$ cat src/rtl/quantile_soft_threshold_denoiser_defines.svh
// assertion macros for the quantile soft threshold denoiser
// used by the top level; expects clk and rst_n in scope
`ifndef QUANTILE_SOFT_THRESHOLD_DENOISER_DEFINES_SVH
`define QUANTILE_SOFT_THRESHOLD_DENOISER_DEFINES_SVH
`ifndef SYNTHESIS
`define QSTD_ASSERT_SAME(label, ante, cons) \
    label: assert property (@(posedge clk) disable iff (!rst_n) (ante) |-> (cons)) \
        else $error("qstd check failed");
`define QSTD_ASSERT_NEXT(label, ante, cons) \
    label: assert property (@(posedge clk) disable iff (!rst_n) (ante) |=> (cons)) \
        else $error("qstd check failed");
`else
`define QSTD_ASSERT_SAME(label, ante, cons)
`define QSTD_ASSERT_NEXT(label, ante, cons)
`endif
`endif

$ cat src/rtl/qstd_pkg.sv
// shared types and constants for the quantile soft threshold denoiser
// no dependencies
package qstd_pkg;

    localparam int DIV_W  = 30;

    localparam logic [14:0] FLOOR_MIN_RST = 15'd0;
    localparam logic [15:0] SHRINK_RST    = 16'd24576;
    localparam logic [14:0] BETA_RST      = 15'd21299;
    localparam logic [15:0] MAX_GAIN_RST  = 16'd32768;

    typedef enum logic [1:0] {
        REG_FLOOR_MIN,
        REG_SHRINK,
        REG_BETA,
        REG_MAX_GAIN
    } reg_index_t;

    typedef struct packed {
        logic load;
        logic seg_clear;
        logic sel_init;
        logic scan;
        logic tally_en;
        logic decide;
        logic thr_load;
        logic peak_en;
        logic div_start;
        logic gain_load;
        logic rd_one;
        logic emit;
    } qstd_cmd_t;

    typedef struct packed {
        logic scan_done;
        logic bit_zero;
        logic div_done;
        logic out_valid;
        logic out_last;
    } qstd_stat_t;

endpackage

$ cat src/rtl/qstd_ctrl.sv
// sequencer for loading, rank select passes, gain division and draining
// depends on qstd_pkg
module qstd_ctrl (
    input  logic                 clk,
    input  logic                 rst_n,
    input  logic                 start,
    input  logic                 kind,
    input  logic                 end_of_segment,
    input  qstd_pkg::qstd_stat_t stat,
    output qstd_pkg::qstd_cmd_t  cmd,
    output logic                 busy
);
    import qstd_pkg::*;

    typedef enum logic [3:0] {
        S_LOAD,
        S_SEL_INIT,
        S_SEL,
        S_DEC,
        S_THR,
        S_OPASS,
        S_DIV,
        S_DIV_WAIT,
        S_DRAIN,
        S_READ
    } state_t;

    state_t state_reg;
    state_t state_next;

    always_comb
    begin
        cmd        = '0;
        state_next = state_reg;
        unique case (state_reg)
            S_LOAD:
            begin
                if (start && !kind)
                begin
                    cmd.load = 1'b1;
                    if (end_of_segment)
                        state_next = S_SEL_INIT;
                end
            end
            S_SEL_INIT:
            begin
                cmd.sel_init = 1'b1;
                state_next   = S_SEL;
            end
            S_SEL:
            begin
                cmd.scan     = 1'b1;
                cmd.tally_en = 1'b1;
                if (stat.scan_done)
                    state_next = S_DEC;
            end
            S_DEC:
            begin
                cmd.decide = 1'b1;
                state_next = stat.bit_zero ? S_THR : S_SEL;
            end
            S_THR:
            begin
                cmd.thr_load = 1'b1;
                state_next   = S_OPASS;
            end
            S_OPASS:
            begin
                cmd.scan    = 1'b1;
                cmd.peak_en = 1'b1;
                if (stat.scan_done)
                    state_next = S_DIV;
            end
            S_DIV:
            begin
                cmd.div_start = 1'b1;
                state_next    = S_DIV_WAIT;
            end
            S_DIV_WAIT:
            begin
                if (stat.div_done)
                begin
                    cmd.gain_load = 1'b1;
                    state_next    = S_DRAIN;
                end
            end
            S_DRAIN:
            begin
                if (start && kind)
                begin
                    cmd.rd_one = 1'b1;
                    state_next = S_READ;
                end
            end
            S_READ:
            begin
                cmd.emit = 1'b1;
                if (stat.out_valid)
                begin
                    if (stat.out_last)
                    begin
                        cmd.seg_clear = 1'b1;
                        state_next    = S_LOAD;
                    end
                    else
                    begin
                        state_next = S_DRAIN;
                    end
                end
            end
            default:
            begin
                state_next = S_LOAD;
            end
        endcase
    end

    always_ff @(posedge clk or negedge rst_n)
    begin
        if (!rst_n)
            state_reg <= S_LOAD;
        else
            state_reg <= state_next;
    end

    assign busy = !(state_reg == S_LOAD || state_reg == S_DRAIN);

endmodule

$ cat config.mk
export PLATFORM = sky130hd
export DESIGN_NAME = qstd_ctrl
export DESIGN_NICKNAME = d
export VERILOG_FILES = /design/src/rtl/quantile_soft_threshold_denoiser_defines.svh /design/src/rtl/qstd_pkg.sv /design/src/rtl/qstd_ctrl.sv
export SDC_FILE = /design/constraint.sdc
export NUM_CORES = 1
export LEC_CHECK = 0
export BUFFER_PORTS_ARGS = -buffer_cell sky130_fd_sc_hd__buf_2
export CAP_MARGIN = 25
export CELL_PAD_IN_SITES_DETAIL_PLACEMENT = 1
export CELL_PAD_IN_SITES_GLOBAL_PLACEMENT = 1
export CORE_MARGIN = 2
export CORE_UTILIZATION = 29
export DETAILED_ROUTE_END_ITERATION = 8
export PLACE_DENSITY_LB_ADDON = 0.1
export SKIP_CTS_REPAIR_TIMING = 1
export SLEW_MARGIN = 20
export SYNTH_ARGS = -nofsm -noshare
export SYNTH_HDL_FRONTEND = slang
export SYNTH_SLANG_ARGS = --single-unit
$ cat constraint.sdc
create_clock -name clk -period 2.4 [get_ports clk]
set_clock_uncertainty 0.1 [all_clocks]
set_input_delay 0.24 -clock clk [delete_from_list [all_inputs] [get_ports clk]]
set_output_delay 0.24 -clock clk [all_outputs]
set_load 0.02 [all_outputs]
==> flow_metrics.py <==
metrics = {
    "worst_setup_path": {
        "critPathTopFamily": "simple AND/OR/NAND/NOR gates",
        "timing.rr.end": "state_reg[0]$_DFFE_PN0P_",
        "worst-r2r-setup-slack_ns": 0.44,
        "critical_path_buf_inv_count": 1,
        "critical_path_cell_count": 3,
        "start_kind": "register",
        "worstPathArrival_ns": 1.69,
        "crit_fanout": 13,
        "critPathCaptureType": "output port",
        "crit_slowest_cell": "or4_4",
        "r2r.worst_path.cells": 4,
        "cp_slowest_stage_delay_ns": 0.56,
        "crit_chain": "or4_4 -> nor3b_1 -> buf_2",
        "crit_type": "register to output port",
        "r2r-start": "state_reg[2]$_DFFE_PN0P_",
        "required_ns": 2.06,
    },
    "clock_network": {
        "clk_pin_slew_worst_paths_ns": 0.04,
        "cts_tree": "done",
        "cts_buffer_depth": 2,
        "cts.sinks": 4,
        "cts-buffers-inserted": 3,
        "clk-insertion-delay-late_ns": 0.23,
        "h-tree-depth": 1,
        "root_buffer": "clkbuf_4",
    },
    "grt": {
        "grt_usage_pct": 14.5,
        "grt_first_pass_wirelength_mm": 2.03,
        "grt_pass1_vias": 478,
        "antenna_found_initial": 0,
        "grt_max_degree": 16,
        "grt-ovfl-total": 0,
    },
    "logic_synthesis": {
        "synth_flop_cell": "dfrtp_1",
        "avgSynthCellArea_um2": 7.99,
        "synth_cells": 54,
        "yosysWarnings": 0,
        "synth-seq-area-share_pct": 23.2,
        "async_flop_share_pct": 100,
        "synth.cell_area_um2": 432,
        "synth.distinct_cells": 32,
        "synth_edf_count": 0,
        "syn_nets": 64,
        "ys_ff_latch": 4,
    },
    "pwr": {
        "p_switching_uw": 421,
        "intPower_uw": 397,
        "sw_frac_of_total_pct": 51.5,
        "combPwrFrac_pct": 70.1,
        "power_frac_clock_pct": 10.2,
        "power_leakage_uw": 0.000290,
        "p_seq_share_pct": 19.7,
        "peakVddDrop_mv": 0.502,
        "p_per_area_nw_per_um2": 1430,
    },
    "sta": {
        "fin_tns_setup_ns": 0,
        "finalCritPeriodShare_pct": 84.4,
        "relSlewSlack_pct": 75.2,
        "setup_slack_ns": 0.373,
        "fmax_mhz": 493,
        "final_hold_viol_count": 0,
        "post-route-min-period_ns": 2.03,
        "setup_viol": 0,
        "rsz0062_at_grt": "false",
        "tightestPinTransition_ns": 0.372,
        "slew_viol_final": 0,
    },
    "cells_and_area": {
        "layout.nets": 90,
        "fillCellCount": 188,
        "layout.cells.most_common": "buf_2",
        "drive_gt1_share_pct": 41.0,
        "final_cell_mix": "22 x buf_2, 7 x nand2_1, 6 x nor2_1",
        "final_area_um2": 571,
        "finalNonFillerCells": 93,
        "largest_reg_flops": 4,
        "antenna_cells": 0,
        "areaGrowthSynthToFinish_pct": 32.2,
    },
    "route": {
        "drt_pass1_iterations": 4,
        "routedWlPerCell_um": 13.1,
        "drc": 0,
        "vias_per_cell": 5.38,
        "ant_nets": 0,
        "drt_iter0_drc": 7,
        "routed_wl_mm": 1.22,
        "vias": 500,
    },
    "place": {
        "gp_congestion": 0.772,
        "dp_cells": 89,
        "io_buffers": 22,
        "dp_hpwl_um": 984,
        "placed_area_um2": 538,
        "pre_cts_ws_ns": 0.451,
    },
    "worst_hold_path": {
        "holdPathStages": 2,
        "worstHoldEndpoint": "state_reg[2]$_DFFE_PN0P_",
        "hold_start": "stat[3]",
        "hold_path.class": "input port to register",
    },
    "floorplanning": {
        "die_w_um": 42.6,
        "initial_utilization_pct": 32.0,
        "core_um2": 1350,
        "die_area_um2": 1810,
        "ios": 23,
        "die_y_um": 42.6,
        "rows": 13,
    },
    "status": {
        "status": "completed",
    },
    "flow_run": {
        "cap_violations": 0,
    },
}
[through the flow]
step / util [%] / power, uW / hold WS [ns]
after floorplan: - / 604 / -0.156
after global placement: 39.9 / 743 / -0.0549
after detailed placement: 39.9 / 738 / -0.0495
after CTS: 41.5 / 826 / -0.304
after global routing: 42.3 / 887 / 0.169
final: 42.3 / 818 / 0.148
[logic make-up after synthesis]
logic type | share of synthesized area (%)
AND/OR/NAND/NOR | 43.5
AO/OA/AOI/OAI | 22.9
buffers and inverters | 10.4
flip-flops | 23.2
[synth_stat cells (2+ instances only)]
master / number / area (um^2)
o21ai_1: 2 / 10.0
nand2b_1: 2 / 12.5
nor3b_1: 2 / 15.0
nand2_1: 7 / 26.3
nor2_1: 6 / 22.5
nor4_1: 2 / 12.5
nor3_1: 4 / 20.0
dfrtp_1: 4 / 100
a21oi_1: 2 / 10.0
[layout make-up]
class | instances | area (um^2) | area share [%]
Timing Repair Buffer | 25 | 135 | 23.7
Multi-Input combinational cell | 44 | 287 | 50.2
Tap cell | 15 | 18.8 | 3.29
Inverter | 2 | 7.51 | 1.32
Sequential cell | 4 | 100 | 17.5
Clock buffer | 3 | 22.5 | 3.95
[per-layer routing]
layer	part of all wire (%)	routed length, um	up-vias	GRT usage [%]
li1	-	-	245	-
met2	52	630	10	23.4
met3	2.4	29	0	0
met4	0	0	0	9.38
met5	0	0	-	0
met1	46	560	245	18.9
[power groups by stage]
stage | Combinational, uW | Clock, uW | Sequential [uW]
after floorplan | 475 | 0 | 129
after global placement | 582 | 0 | 161
after detailed placement | 575 | 0 | 162
after CTS | 578 | 87.9 | 161
after global routing | 627 | 91.1 | 169
final | 573 | 83.6 | 161
[worst max path at each step]
stage / from / endpoint / slack [ns]
6_report: state_reg[2]$_DFFE_PN0P_ / cmd[11] / 0.37
5_1_grt: state_reg[2]$_DFFE_PN0P_ / cmd[11] / 0.28
4_1_cts: state_reg[2]$_DFFE_PN0P_ / cmd[11] / 0.36
3_5_place_dp: state_reg[2]$_DFFE_PN0P_ / state_reg[0]$_DFFE_PN0P_ / 0.45
3_3_place_gp: state_reg[2]$_DFFE_PN0P_ / state_reg[0]$_DFFE_PN0P_ / 0.54
2_1_floorplan: state_reg[0]$_DFFE_PN0P_ / cmd[8] / 0.41
No activity file was read; power rests on OpenSTA's default activity.
